File: config.mk
export PLATFORM = sky130hd
export DESIGN_NAME = lcd_nibble_write_sequencer
export DESIGN_NICKNAME = d
export VERILOG_FILES = /design/src/rtl/lnws_pkg.sv /design/src/rtl/lnws_front.sv /design/src/rtl/lnws_queue.sv /design/src/rtl/lnws_back.sv /design/src/rtl/lcd_nibble_write_sequencer.sv
export VERILOG_INCLUDE_DIRS = /design/src /design/src/rtl
export SDC_FILE = /design/constraint.sdc
export NUM_CORES = 1
export LEC_CHECK = 0
export BUFFER_PORTS_ARGS = -buffer_cell sky130_fd_sc_hd__buf_2
export CORE_ASPECT_RATIO = 0.8
export CORE_MARGIN = 2
export CORE_UTILIZATION = 46
export DETAILED_ROUTE_END_ITERATION = 8
export GPL_TIMING_DRIVEN = 0
export PLACE_DENSITY_LB_ADDON = 0.3
export SYNTH_ARGS = -nofsm -noshare
export SYNTH_HDL_FRONTEND = slang
export SYNTH_HIERARCHICAL = 1
export SYNTH_SLANG_ARGS = --single-unit
File: constraint.sdc
create_clock -name clk -period 6.14 [get_ports clk]
set_input_delay 1.228 -clock clk [delete_from_list [all_inputs] [get_ports clk]]
set_output_delay 1.228 -clock clk [all_outputs]
set_load 0.01 [all_outputs]
File: src/rtl/lcd_nibble_write_sequencer_assert.svh
// Assertion helpers shared by the sequencer modules.
// Each macro expects clk and rst_n to be visible where it is used.
`ifndef LCD_NIBBLE_WRITE_SEQUENCER_ASSERT_SVH
`define LCD_NIBBLE_WRITE_SEQUENCER_ASSERT_SVH

`ifndef SYNTH
`define LNWS_ASSERT_IMPL(label, ante, cons) \
    label: assert property (@(posedge clk) disable iff (!rst_n) (ante) |-> (cons)) \
        else $error("lnws check failed");
`define LNWS_ASSERT_NEXT(label, ante, cons) \
    label: assert property (@(posedge clk) disable iff (!rst_n) (ante) |=> (cons)) \
        else $error("lnws check failed");
`else
`define LNWS_ASSERT_IMPL(label, ante, cons)
`define LNWS_ASSERT_NEXT(label, ante, cons)
`endif

`endif

File: src/rtl/lnws_pkg.sv
package lnws_pkg;

    localparam int DEFAULT_QUEUE_DEPTH = 2;
    localparam int HOLD_W  = 14;
    localparam int NIB_W   = 4;
    localparam int BYTE_W  = 8;
    localparam int GROUP_W = 3;
    localparam int PHASE_W = 3;

    // Request kinds
    localparam logic OP_WRITE = 1'b0;
    localparam logic OP_INIT  = 1'b1;

    // Hold times in microseconds
    localparam logic [HOLD_W-1:0] HOLD_MAX        = 14'd16000;
    localparam logic [HOLD_W-1:0] HOLD_POWER      = 14'd15000;
    localparam logic [HOLD_W-1:0] HOLD_WAKE_LONG  = 14'd4100;
    localparam logic [HOLD_W-1:0] HOLD_WAKE_SHORT = 14'd100;
    localparam logic [HOLD_W-1:0] HOLD_CMD_SHORT  = 14'd44;
    localparam logic [HOLD_W-1:0] HOLD_CMD_MID    = 14'd100;
    localparam logic [HOLD_W-1:0] HOLD_CLEAR      = 14'd1800;

    localparam logic [NIB_W-1:0] WAKE_NIBBLE = 4'h3;

    // Wake-up strobe phases
    localparam logic [PHASE_W-1:0] PH_WAKE_SET    = 3'd0;
    localparam logic [PHASE_W-1:0] PH_WAKE_STROBE = 3'd1;
    localparam logic [PHASE_W-1:0] PH_WAKE_FALL   = 3'd2;

    // Byte write phases
    localparam logic [PHASE_W-1:0] PH_RISE_HI = 3'd0;
    localparam logic [PHASE_W-1:0] PH_SHOW_HI = 3'd1;
    localparam logic [PHASE_W-1:0] PH_FALL_HI = 3'd2;
    localparam logic [PHASE_W-1:0] PH_RISE_LO = 3'd3;
    localparam logic [PHASE_W-1:0] PH_SHOW_LO = 3'd4;
    localparam logic [PHASE_W-1:0] PH_FALL_LO = 3'd5;

    localparam logic [GROUP_W-1:0] WAKE_LAST_GROUP = 3'd1;
    localparam logic [GROUP_W-1:0] INIT_LAST_GROUP = 3'd5;

    typedef enum logic [1:0] {
        SEQ_IDLE,
        SEQ_POWER,
        SEQ_WAKE,
        SEQ_BYTE
    } seq_state_t;

    typedef struct packed {
        logic              is_init;
        logic [BYTE_W-1:0] data_byte;
        logic              rs;
        logic [HOLD_W-1:0] hold;
    } cmd_t;

    typedef struct packed {
        logic [NIB_W-1:0]  nibble;
        logic              rs;
        logic              en;
        logic [HOLD_W-1:0] hold;
        logic              last;
    } pin_state_t;

    // Instruction bytes of the power-up sequence, after the wake-up strobes
    function automatic logic [BYTE_W-1:0] init_byte(input logic [GROUP_W-1:0] grp);
        logic [BYTE_W-1:0] b;
        b = '0;
        unique case (grp)
            3'd0:    b = 8'h32;
            3'd1:    b = 8'h28;
            3'd2:    b = 8'h08;
            3'd3:    b = 8'h01;
            3'd4:    b = 8'h06;
            3'd5:    b = 8'h0C;
            default: b = '0;
        endcase
        return b;
    endfunction

    function automatic logic [HOLD_W-1:0] init_hold(input logic [GROUP_W-1:0] grp);
        logic [HOLD_W-1:0] h;
        h = '0;
        unique case (grp)
            3'd0:    h = HOLD_CMD_MID;
            3'd1:    h = HOLD_CMD_SHORT;
            3'd2:    h = HOLD_CMD_SHORT;
            3'd3:    h = HOLD_CLEAR;
            3'd4:    h = HOLD_CMD_SHORT;
            3'd5:    h = HOLD_CMD_SHORT;
            default: h = '0;
        endcase
        return h;
    endfunction

endpackage

File: src/rtl/lnws_front.sv
module lnws_front
    import lnws_pkg::*;
(
    input  logic        s_tvalid,
    output logic        s_tready,
    input  logic [23:0] s_tdata,   // data_byte[7:0], register_select[8], wait_us[22:9]
    input  logic        s_tuser,   // op
    input  logic        q_full,
    output logic        push,
    output cmd_t        push_cmd
);

    logic [HOLD_W-1:0] wait_raw;

    // Take an item whenever the queue has room
    assign s_tready = !q_full;
    assign push     = s_tvalid && !q_full;

    // Classify the request and clamp the hold
    assign wait_raw = s_tdata[22:9];

    always_comb
    begin
        push_cmd.is_init   = (s_tuser == OP_INIT);
        push_cmd.data_byte = s_tdata[7:0];
        push_cmd.rs        = s_tdata[8];
        push_cmd.hold      = (wait_raw > HOLD_MAX) ? HOLD_MAX : wait_raw;
    end

endmodule

File: src/rtl/lnws_queue.sv
`include "lcd_nibble_write_sequencer_assert.svh"
module lnws_queue
    import lnws_pkg::*;
#(
    parameter int DEPTH = DEFAULT_QUEUE_DEPTH
)
(
    input  logic clk,
    input  logic rst_n,
    input  logic push,
    input  cmd_t push_cmd,
    output logic full,
    input  logic pop,
    output logic nonempty,
    output cmd_t head
);

    localparam int PTR_W = (DEPTH > 1) ? $clog2(DEPTH) : 1;
    localparam int CNT_W = $clog2(DEPTH + 1);
    localparam logic [PTR_W-1:0] PTR_LAST = PTR_W'(DEPTH - 1);
    localparam logic [CNT_W-1:0] CNT_FULL = CNT_W'(DEPTH);

    cmd_t             entry_reg [DEPTH];
    logic [PTR_W-1:0] wr_ptr_reg, wr_ptr_next;
    logic [PTR_W-1:0] rd_ptr_reg, rd_ptr_next;
    logic [CNT_W-1:0] count_reg, count_next;
    logic             do_push, do_pop;

    assign full     = (count_reg == CNT_FULL);
    assign nonempty = (count_reg != '0);
    assign head     = entry_reg[rd_ptr_reg];
    assign do_push  = push && !full;
    assign do_pop   = pop && nonempty;

    // Advance pointers and occupancy
    always_comb
    begin
        wr_ptr_next = wr_ptr_reg;
        rd_ptr_next = rd_ptr_reg;
        count_next  = count_reg;
        if (do_push)
        begin
            wr_ptr_next = (wr_ptr_reg == PTR_LAST) ? '0 : wr_ptr_reg + 1'b1;
        end
        if (do_pop)
        begin
            rd_ptr_next = (rd_ptr_reg == PTR_LAST) ? '0 : rd_ptr_reg + 1'b1;
        end
        if (do_push && !do_pop)
        begin
            count_next = count_reg + 1'b1;
        end
        else if (do_pop && !do_push)
        begin
            count_next = count_reg - 1'b1;
        end
    end

    always_ff @(posedge clk or negedge rst_n)
    begin
        if (!rst_n)
        begin
            wr_ptr_reg <= '0;
            rd_ptr_reg <= '0;
            count_reg  <= '0;
        end
        else
        begin
            wr_ptr_reg <= wr_ptr_next;
            rd_ptr_reg <= rd_ptr_next;
            count_reg  <= count_next;
        end
    end

    // Store the incoming command
    always_ff @(posedge clk)
    begin
        if (do_push)
        begin
            entry_reg[wr_ptr_reg] <= push_cmd;
        end
    end

    `LNWS_ASSERT_IMPL(a_count_bound, 1'b1, count_reg <= CNT_FULL)
    `LNWS_ASSERT_NEXT(a_push_counts, do_push && !do_pop, count_reg != '0)

endmodule

File: src/rtl/lnws_back.sv
`include "lcd_nibble_write_sequencer_assert.svh"
module lnws_back
    import lnws_pkg::*;
(
    input  logic       clk,
    input  logic       rst_n,
    input  logic       q_nonempty,
    input  cmd_t       q_head,
    output logic       pop,
    output logic       out_valid,
    input  logic       out_ready,
    output pin_state_t out_state
);

    seq_state_t         state_reg, state_next;
    logic [PHASE_W-1:0] phase_reg, phase_next;
    logic [GROUP_W-1:0] group_reg, group_next;
    logic               is_init_reg;
    logic [BYTE_W-1:0]  cmd_byte_reg;
    logic               cmd_rs_reg;
    logic [HOLD_W-1:0]  cmd_hold_reg;
    logic [NIB_W-1:0]   pin_nibble_reg;
    logic               pin_rs_reg;
    logic               pin_enable_reg;
    logic               out_valid_reg, out_valid_next;
    pin_state_t         out_reg;
    pin_state_t         emit;
    logic               slot_free, fire;
    logic [BYTE_W-1:0]  cur_byte;
    logic [HOLD_W-1:0]  cur_hold;

    assign slot_free = !out_valid_reg || out_ready;
    assign fire      = (state_reg != SEQ_IDLE) && slot_free;
    assign pop       = (state_reg == SEQ_IDLE) && q_nonempty;
    assign cur_byte  = is_init_reg ? init_byte(group_reg) : cmd_byte_reg;
    assign cur_hold  = is_init_reg ? init_hold(group_reg) : cmd_hold_reg;
    assign out_valid = out_valid_reg;
    assign out_state = out_reg;

    // Next state of the pin sequencer
    always_comb
    begin
        state_next = state_reg;
        phase_next = phase_reg;
        group_next = group_reg;
        unique case (state_reg)
            SEQ_IDLE:
            begin
                if (pop)
                begin
                    state_next = q_head.is_init ? SEQ_POWER : SEQ_BYTE;
                    phase_next = '0;
                    group_next = '0;
                end
            end
            SEQ_POWER:
            begin
                if (fire)
                begin
                    state_next = SEQ_WAKE;
                end
            end
            SEQ_WAKE:
            begin
                if (fire)
                begin
                    if (phase_reg == PH_WAKE_FALL)
                    begin
                        phase_next = '0;
                        if (group_reg == WAKE_LAST_GROUP)
                        begin
                            state_next = SEQ_BYTE;
                            group_next = '0;
                        end
                        else
                        begin
                            group_next = group_reg + 1'b1;
                        end
                    end
                    else
                    begin
                        phase_next = phase_reg + 1'b1;
                    end
                end
            end
            SEQ_BYTE:
            begin
                if (fire)
                begin
                    if (phase_reg == PH_FALL_LO)
                    begin
                        phase_next = '0;
                        if (is_init_reg && group_reg != INIT_LAST_GROUP)
                        begin
                            group_next = group_reg + 1'b1;
                        end
                        else
                        begin
                            state_next = SEQ_IDLE;
                            group_next = '0;
                        end
                    end
                    else
                    begin
                        phase_next = phase_reg + 1'b1;
                    end
                end
            end
        endcase
    end

    // Pin state for the present step
    always_comb
    begin
        emit = '0;
        unique case (state_reg)
            SEQ_IDLE:
            begin
                emit = '0;
            end
            SEQ_POWER:
            begin
                emit.hold = HOLD_POWER;
            end
            SEQ_WAKE:
            begin
                emit.nibble = WAKE_NIBBLE;
                emit.rs     = 1'b0;
                emit.en     = (phase_reg == PH_WAKE_STROBE);
                emit.hold   = (group_reg == '0) ? HOLD_WAKE_LONG : HOLD_WAKE_SHORT;
            end
            SEQ_BYTE:
            begin
                emit.hold   = cur_hold;
                emit.nibble = pin_nibble_reg;
                emit.rs     = pin_rs_reg;
                emit.en     = pin_enable_reg;
                case (phase_reg)
                    PH_RISE_HI:
                    begin
                        emit.rs = is_init_reg ? 1'b0 : cmd_rs_reg;
                        emit.en = 1'b1;
                    end
                    PH_SHOW_HI:
                    begin
                        emit.nibble = cur_byte[7:4];
                    end
                    PH_FALL_HI:
                    begin
                        emit.en = 1'b0;
                    end
                    PH_RISE_LO:
                    begin
                        emit.en = 1'b1;
                    end
                    PH_SHOW_LO:
                    begin
                        emit.nibble = cur_byte[3:0];
                    end
                    PH_FALL_LO:
                    begin
                        emit.en   = 1'b0;
                        emit.last = !is_init_reg || (group_reg == INIT_LAST_GROUP);
                    end
                    default:
                    begin
                        emit = '0;
                    end
                endcase
            end
        endcase
    end

    // Hold the output item until taken
    always_comb
    begin
        if (fire)
        begin
            out_valid_next = 1'b1;
        end
        else if (out_ready)
        begin
            out_valid_next = 1'b0;
        end
        else
        begin
            out_valid_next = out_valid_reg;
        end
    end

    always_ff @(posedge clk or negedge rst_n)
    begin
        if (!rst_n)
        begin
            state_reg      <= SEQ_IDLE;
            phase_reg      <= '0;
            group_reg      <= '0;
            is_init_reg    <= 1'b0;
            out_valid_reg  <= 1'b0;
            pin_nibble_reg <= '0;
            pin_rs_reg     <= 1'b0;
            pin_enable_reg <= 1'b0;
        end
        else
        begin
            state_reg     <= state_next;
            phase_reg     <= phase_next;
            group_reg     <= group_next;
            out_valid_reg <= out_valid_next;
            if (pop)
            begin
                is_init_reg <= q_head.is_init;
            end
            if (fire)
            begin
                pin_nibble_reg <= emit.nibble;
                pin_rs_reg     <= emit.rs;
                pin_enable_reg <= emit.en;
            end
        end
    end

    // Latch the command payload and the outgoing pin state
    always_ff @(posedge clk)
    begin
        if (pop)
        begin
            cmd_byte_reg <= q_head.data_byte;
            cmd_rs_reg   <= q_head.rs;
            cmd_hold_reg <= q_head.hold;
        end
        if (fire)
        begin
            out_reg <= emit;
        end
    end

    `LNWS_ASSERT_IMPL(a_idle_clear, state_reg == SEQ_IDLE, phase_reg == '0 && group_reg == '0)
    `LNWS_ASSERT_NEXT(a_last_ends, fire && emit.last, state_reg == SEQ_IDLE)
    `LNWS_ASSERT_IMPL(a_write_single, state_reg == SEQ_BYTE && !is_init_reg, group_reg == '0)
    `LNWS_ASSERT_IMPL(a_wake_groups, state_reg == SEQ_WAKE, group_reg <= WAKE_LAST_GROUP)

endmodule

File: src/rtl/lcd_nibble_write_sequencer.sv
// Character LCD driver for a 4-bit bus.
// Input channel (s_*): one request per item. s_tuser selects a byte write or
// the power-up initialization; s_tdata carries the byte, the RS level and the
// hold in microseconds (clamped to 16000).
// Output channel (m_*): one item per timed pin state (D7..D4, RS, E, hold);
// m_tlast marks the final pin state of a request.
// A byte write gives 6 items, initialization gives 43.
// A request passes through the queue, the sequencer state register and the
// output register before its first pin state is valid. The back sequencer
// emits one pin state per cycle while m_tready stays high, and passes through
// its idle state to fetch each request from the queue.
// Requests wait in a short queue, so s_tready stays high while it has room
// even as the sequencer is busy.
// Reset clears the queue, the sequencer and its stored pin levels to zero; the output pin state is not reset.
// When m_tready is low the current pin state is held and the sequencer stops;
// the queue then fills and s_tready drops.
module lcd_nibble_write_sequencer
    import lnws_pkg::*;
#(
    parameter int QUEUE_DEPTH = DEFAULT_QUEUE_DEPTH
)
(
    input  logic        clk,
    input  logic        rst_n,
    input  logic        s_tvalid,
    output logic        s_tready,
    input  logic [23:0] s_tdata,   // data_byte[7:0], register_select[8], wait_us[22:9], pad
    input  logic        s_tuser,   // op
    output logic        m_tvalid,
    input  logic        m_tready,
    output logic [23:0] m_tdata,   // data_nibble[3:0], rs_level[4], enable_level[5],
                                   // hold_us[19:6], pad
    output logic        m_tlast
);

    logic       q_push, q_full, q_pop, q_nonempty;
    cmd_t       q_in_cmd, q_head;
    pin_state_t out_state;

    lnws_front u_front (
        .s_tvalid (s_tvalid),
        .s_tready (s_tready),
        .s_tdata  (s_tdata),
        .s_tuser  (s_tuser),
        .q_full   (q_full),
        .push     (q_push),
        .push_cmd (q_in_cmd)
    );

    lnws_queue #(
        .DEPTH (QUEUE_DEPTH)
    ) u_queue (
        .clk      (clk),
        .rst_n    (rst_n),
        .push     (q_push),
        .push_cmd (q_in_cmd),
        .full     (q_full),
        .pop      (q_pop),
        .nonempty (q_nonempty),
        .head     (q_head)
    );

    lnws_back u_back (
        .clk        (clk),
        .rst_n      (rst_n),
        .q_nonempty (q_nonempty),
        .q_head     (q_head),
        .pop        (q_pop),
        .out_valid  (m_tvalid),
        .out_ready  (m_tready),
        .out_state  (out_state)
    );

    // Pack the pin state onto the stream
    assign m_tdata = {4'b0000, out_state.hold, out_state.en, out_state.rs, out_state.nibble};
    assign m_tlast = out_state.last;

endmodule
# ---- Word level (Yosys, flattened, before mapping)
# Memories as Yosys holds them, arrays and structs flattened.
# Cells that the tools add are included.
dict set report totals {
  reg_bits 64
  mem_bits_rw 48
  inputBits 29
  output_inout_bits 27
  mem_count 1
}
dict set report op_classes {
  mux 44
  n_reduce_logical 33
  order_cmp 1
  addsub 6
  n_eq_ne 23
}
# memory words width rd rd_clocked_by_memory_dff wr line
set memory_table {}
lappend memory_table {u_queue.entry_reg 2 24 1 0 1 lnws_queue.sv:23} ;# cmd_t entry_reg [DEPTH];
# cell count
set op_table {}
lappend op_table {{$pmux 14 s4} 1}
lappend op_table {{$mux 14} 3}
lappend op_table {{$pmux 6 s6} 1}
lappend op_table {{$mux 3} 11}
lappend op_table {{$pmux 11 s3} 1}
lappend op_table {{$mux 2} 11}
lappend op_table {{$pmux 3 s3} 2}
lappend op_table {{$gt 14x14->1 const B} 1}
lappend op_table {{$mux 13} 1}
lappend op_table {{$eq 3x2->1 const B} 4}
lappend op_table {{$eq 3x3->1 const B} 4}
lappend op_table {{$ne 2x1->1 const B} 6}
lappend op_table {{$pmux 4 s3} 1}
lappend op_table {{$pmux 6 s2} 1}
lappend op_table {{$logic_and 1x1->1} 8}
lappend op_table {{$mux 8} 1}
lappend op_table {{$pmux 2 s4} 1}
lappend op_table {{$reduce_and 8->1} 1}
lappend op_table {{$reduce_bool 2->1} 4}
lappend op_table {{$reduce_or 4->1} 2}
lappend op_table {{$mux 1} 7}
lappend op_table {{$add 3x1->3 const B} 2}
lappend op_table {{$eq 2x2->1 const B} 3}
lappend op_table {{$eq 3x1->1 const B} 2}
lappend op_table {{other kinds (18)} 28}

# ---- Depth between registers and ports, before layout
dict set report depth {
  depth_word 8
  mapped_depth 9
  depth_no_buf 9
}

# ---- Hierarchy
# Netlist, hierarchy kept.
# mod seq_area_each_um2 cells_per_inst area_per_inst_um2 n_inst
set modules_own_cells {}
lappend modules_own_cells {lnws_back 1721.7 232 2850.2 1}
lappend modules_own_cells {lnws_queue 1541.5 94 2034.5 1}
lappend modules_own_cells {lnws_front 0.0 30 203.9 1}
lappend modules_own_cells {lcd_nibble_write_sequencer 0.0 5 33.8 1}

# ---- Least setup slack after synthesis
# OpenSTA, ideal clock, no wires.
dict set report synth_path {
  path_type {input port to flip-flop}
  start {in s_tvalid}
  end {mem u_queue/entry_reg[0][0] in the netlist's numbering (enable)}
  cell_stages 3
  t_arrival_ps 2494
  setup_slack_ps 3241
  setup_time_ps 405
  n_path_buf 0
  path_cell_list {nor2b_1 -> nand2_1 -> nor2_1}
}
dict set report synth_between {
  elab_chain_len 4
}
# item line
set synth_lines {}
lappend synth_lines {{start: declaration} lcd_nibble_write_sequencer.sv:25} ;# input logic s_tvalid,
lappend synth_lines {{$logic_and 1x1->1} lnws_front.sv:17} ;# assign push = s_tvalid && !q_full;
lappend synth_lines {{$logic_and 1x1->1} lnws_queue.sv:32} ;# assign do_push = push && !full;
lappend synth_lines {{$mux 1} lnws_queue.sv:78} ;# if (do_push)
lappend synth_lines {{$mux 1 (implied by the code)} lnws_queue.sv:80} ;# entry_reg[wr_ptr_reg] <= push_cmd;
lappend synth_lines {{end: declaration} lnws_queue.sv:23}
# No other way between the ends.

# ---- Final worst setup path
dict set report layout_path {
  start {reg u_back.state_reg[1]}
  end {reg u_queue.count_reg[1]}
}
dict set report layout_between {
  elab_chain_len 6
}
# item line
set layout_lines {}
lappend layout_lines {{start: declaration} lnws_back.sv:15} ;# seq_state_t state_reg, state_next;
lappend layout_lines {{start signal: assignment} lnws_back.sv:206} ;# state_reg <= state_next;
lappend layout_lines {{$logic_not 2->1 *} lnws_back.sv:34} ;# assign pop = (state_reg == SEQ_IDLE) && q_nonempty;
lappend layout_lines {{$logic_and 1x1->1 *} lnws_back.sv:34}
lappend layout_lines {{named net q_pop} lcd_nibble_write_sequencer.sv:36} ;# logic q_push, q_full, q_pop, q_nonempty;
lappend layout_lines {{$logic_and 1x1->1 *} lnws_queue.sv:33} ;# assign do_pop = pop && nonempty;
lappend layout_lines {{$logic_not 1->1} lnws_queue.sv:49} ;# if (do_push && !do_pop)
lappend layout_lines {{$logic_and 1x1->1} lnws_queue.sv:49}
lappend layout_lines {{$mux 2 or $reduce_bool 2->1 (tied branches)} --}
lappend layout_lines {{end signal: assignment} lnws_queue.sv:71} ;# count_reg <= count_next;
lappend layout_lines {{end: declaration} lnws_queue.sv:26} ;# logic [CNT_W-1:0] count_reg, count_next;
# Mark *: on every way through the listed nets, which the timed path passes. The rest lies on a longest branch.
# A chain may end at the register's enable or synchronous reset.

==> metrics.csv <==
stage,metric,value,unit
yosys,Synth Cell Area,5120,um^2
finish,final instance area,5880,um^2
detailed_routing,Routed WL,8.95,mm
min_path,hold_sp,u_queue/count_reg[1],
die,# IOs,56,
status,outcome,"complete, no violations",
placement,Area after DPL,5540,um^2
die,die area,12000,um^2
critical_path,crit-path max FO,25,
timing,worst clock skew,0.0105,ns
cts,post-CTS resize count,0,
detailed_routing,wire per inst,15.8,um
detailed_routing,DR iter-0 viols,165,
yosys,#FFs+latches synth,112,
critical_path,WP data required,6.41,ns
critical_path,Worst setup EP type,register,
finish,layout cells sized above 1,0.276,
detailed_routing,drt pass-1 iters,5,
die,Die X,122,um
finish,register area,3260,um^2
yosys,Mean Syn Cell Area,14.2,um^2
critical_path,worst r2r src,u_back/state_reg[1],
grt,initial antenna violation count,0,
cts,CTS tree,yes,
min_path,worst hold path type,reg -> reg,
cts,hold_buf cts,0,
finish,diode count,0,
timing,Setup TNS,0,ns
timing,Final Max Slew Viols,0,
timing,Least-Margin Pin Slew,1.16,ns
detailed_routing,post-route ant nets,0,
yosys,"EDFF count, synth",92,
min_path,Hold Path Cell Cnt,1,
critical_path,Reg2Reg Depth,8,
cts,clk root buf,clkbuf_16,
critical_path,Setup CP Type,reg -> reg,
yosys,Netlist cell types,56,
timing,Final Hold Vio Count,0,
yosys,Post-Synthesis Cells,361,
cts,Post-CTS Setup Inserts,0,
finish,Area growth syn-to-layout,14.8,%
grt,vias in the first global route,2786,
yosys,Post-Synth XOR/XNOR Area,0.00855,
cts,Clock Tree Buf Depth,2,
timing,crit share post-route,0.446,
yosys,synth warn,6,
yosys,largest family of logic cells by synthesized area,compound AO/OA/AOI/OAI gates,
finish,Final Util,0.542,
cts,later-pin clock latency in the skew report,0.35,ns
grt,Total GRT Usage,0.158,
cts,CTS Buf Count,9,
timing,min Tclk post-route,2.74,ns
finish,Largest register FFs,48,
finish,area occupied by multi-input gates,1570,um^2
timing,RSZ-0062 raised after global routing,no,
yosys,Post-synth ARST share,0.179,
die,Std-Cell Rows,34,
timing,slew margin rel.,0.228,
cts,CTS sink cnt,112,
pwr,Pwr Density,523,nW/um^2
finish,fin cells,565,
yosys,Simple-Gate Fraction of Synth Area,0.0760,
yosys,compound-gate portion of the synthesized area,0.0953,
placement,GP Congestion,0.848,
critical_path,Critical Path Start Type,register,
timing,Max Clk Rate,365,MHz
job,max cap viols,0,
detailed_routing,vias after detailed routing,2907,
timing,Final Setup Violations,0,
critical_path,"Arr. time, crit path",3.01,ns
detailed_routing,via/cell ratio,5.15,
finish,fillcell total,906,
yosys,Post-Synth Adder-Cell Area,0.0318,
grt,first-pass GRT wire length,14.4,mm
grt,gr ovfl total,0,
placement,post-DP HPWL,6.33,mm
grt,pin count of the biggest net entering global routing,27,
cts,H-tree Lvls,3,
critical_path,R2R Path End,u_queue/count_reg[1],
die,Initial Util,0.472,
pwr,Leak,2.35,nW
critical_path,r2r setup slk,3.40,ns
min_path,worst hold path endpoint,u_queue/count_reg[1],
cts,Clock transition at path regs,0.07,ns
yosys,Main synth FF type,edfxtp_1,
placement,port buffer count,40,
die,Die H,98.4,um
yosys,post-synthesis mux area share,0.0914,
yosys,sequential area share after synthesis,0.637,
pwr,VDD IR max,0.233,mV
finish,NumNets Final,458,
die,Core Area,10800,um^2
detailed_routing,DRC Markers,0,
placement,Inst Count DP,549,
[worst max-delay path by stage]
stage | start | to | slack (ns)
after CTS | u_back/state_reg[1] | u_queue/count_reg[1] | 3.30
after global routing | u_back/state_reg[1] | u_queue/count_reg[1] | 3.11
after detailed placement | s_tvalid | u_queue/entry_reg[1][4] | 3.27
after floorplan | s_tvalid | u_queue/entry_reg[0][0] | 3.24
final | u_back/state_reg[1] | u_queue/count_reg[1] | 3.40
after global placement | s_tvalid | u_queue/entry_reg[0][7] | 2.57
[critical path, cell delays in order (launching register included)]
cell	delay, ns
dfrtp_1	0.46
inv_1	0.19
ha_1	0.31
and2_1	0.92
nand2_2	0.12
ha_1	0.27
xor2_1	0.14
nor2_1	0.11
xor2_1	0.14
[cells by family after synthesis]
family                   after synthesis
multiplexers                          36
flip-flops                           112
XOR/XNOR                               5
other                                  1
AND/OR/NAND/NOR                       74
AO/OA/AOI/OAI                         68
adder cells (fa/ha/maj)               13
buffers and inverters                 52
[layout by cell type, fill, tap and decap left out, types with 4 or more instances in the layout]
cell,count
a21boi_0,9
o21ai_0,7
mux2_4,19
edfxtp_1,92
buf_2,47
inv_1,15
o22ai_1,4
nand2b_1,8
buf_4,14
nor2_1,16
clkbuf_1,8
mux2_2,8
nor2b_1,7
a21o_1,6
mux2i_1,7
and2_1,5
clkbuf_16,9
nor4_1,4
a21oi_1,11
dfrtp_1,20
ha_1,13
nand2_1,12
nor3_1,8
conb_1,4
a22oi_1,5
[report_power, final]
group	switching [W]	internal, W	leakage (nW)
registers	0.000103	0.00117	1.12
clock network	0.000274	0.000367	0.164
logic	0.000661	0.000503	1.07
total	0.00104	0.00204	2.35
[final cells by class]
| cell class | instances | area share |
|---|---|---|
| inverter | 17 | 0.0109 |
| timing repair buffer | 41 | 0.0387 |
| sequential | 112 | 0.555 |
| multi-input combinational | 200 | 0.267 |
| clock inverter | 7 | 0.0189 |
| clock buffer | 9 | 0.0383 |
| tap | 144 | 0.0306 |
| buffer | 35 | 0.0409 |
[cells in the mapped netlist (2+ instances only)]
master | instances | share of area
a211o_1 | 3 | 0.0051
a21boi_0 | 9 | 0.013
a21o_1 | 6 | 0.0088
a21oi_1 | 11 | 0.011
a221oi_1 | 2 | 0.0034
a22oi_1 | 5 | 0.0073
a31oi_1 | 2 | 0.0024
and2_1 | 5 | 0.0061
and3_1 | 3 | 0.0037
buf_1 | 2 | 0.0015
buf_12 | 2 | 0.0078
buf_2 | 7 | 0.0068
buf_4 | 14 | 0.021
buf_6 | 2 | 0.0044
clkbuf_1 | 8 | 0.0059
dfrtp_1 | 20 | 0.098
edfxtp_1 | 92 | 0.54
ha_1 | 13 | 0.032
inv_1 | 15 | 0.011
inv_2 | 2 | 0.0015
mux2_1 | 2 | 0.0044
mux2_2 | 8 | 0.018
mux2_4 | 19 | 0.056
mux2i_1 | 7 | 0.014
nand2_1 | 12 | 0.0088
nand2b_1 | 8 | 0.0098
nand3_1 | 2 | 0.0020
nor2_1 | 17 | 0.012
nor2b_1 | 7 | 0.0085
nor3_1 | 8 | 0.0078
nor4_1 | 4 | 0.0049
o211ai_1 | 3 | 0.0044
o21ai_0 | 7 | 0.0068
o221ai_1 | 2 | 0.0034
o22ai_1 | 4 | 0.0049
o32ai_1 | 2 | 0.0034
or2_1 | 2 | 0.0024
or3_1 | 3 | 0.0037
xnor2_1 | 3 | 0.0051
xor2_1 | 2 | 0.0034
[routing by layer]
metal | routed length (um) | vias up | track usage
met5 | 0 | - | 0
li1 | - | 1427 | -
met1 | 4200 | 1387 | 0.222
met2 | 4200 | 85 | 0.242
met3 | 481 | 8 | 0.0444
met4 | 65 | 0 | 0.0460
[per-stage QoR]
stage,power (W),worst slack [ns],hold WS [ns]
2_1_floorplan,0.00212,3.24,0.456
3_3_place_gp,0.00240,2.57,0.474
3_5_place_dp,0.00246,3.27,0.488
4_1_cts,0.00310,3.30,0.499
5_1_grt,0.00326,3.11,0.508
6_report,0.00307,3.40,0.492
Note: power is estimated with default switching activity, not from simulation.
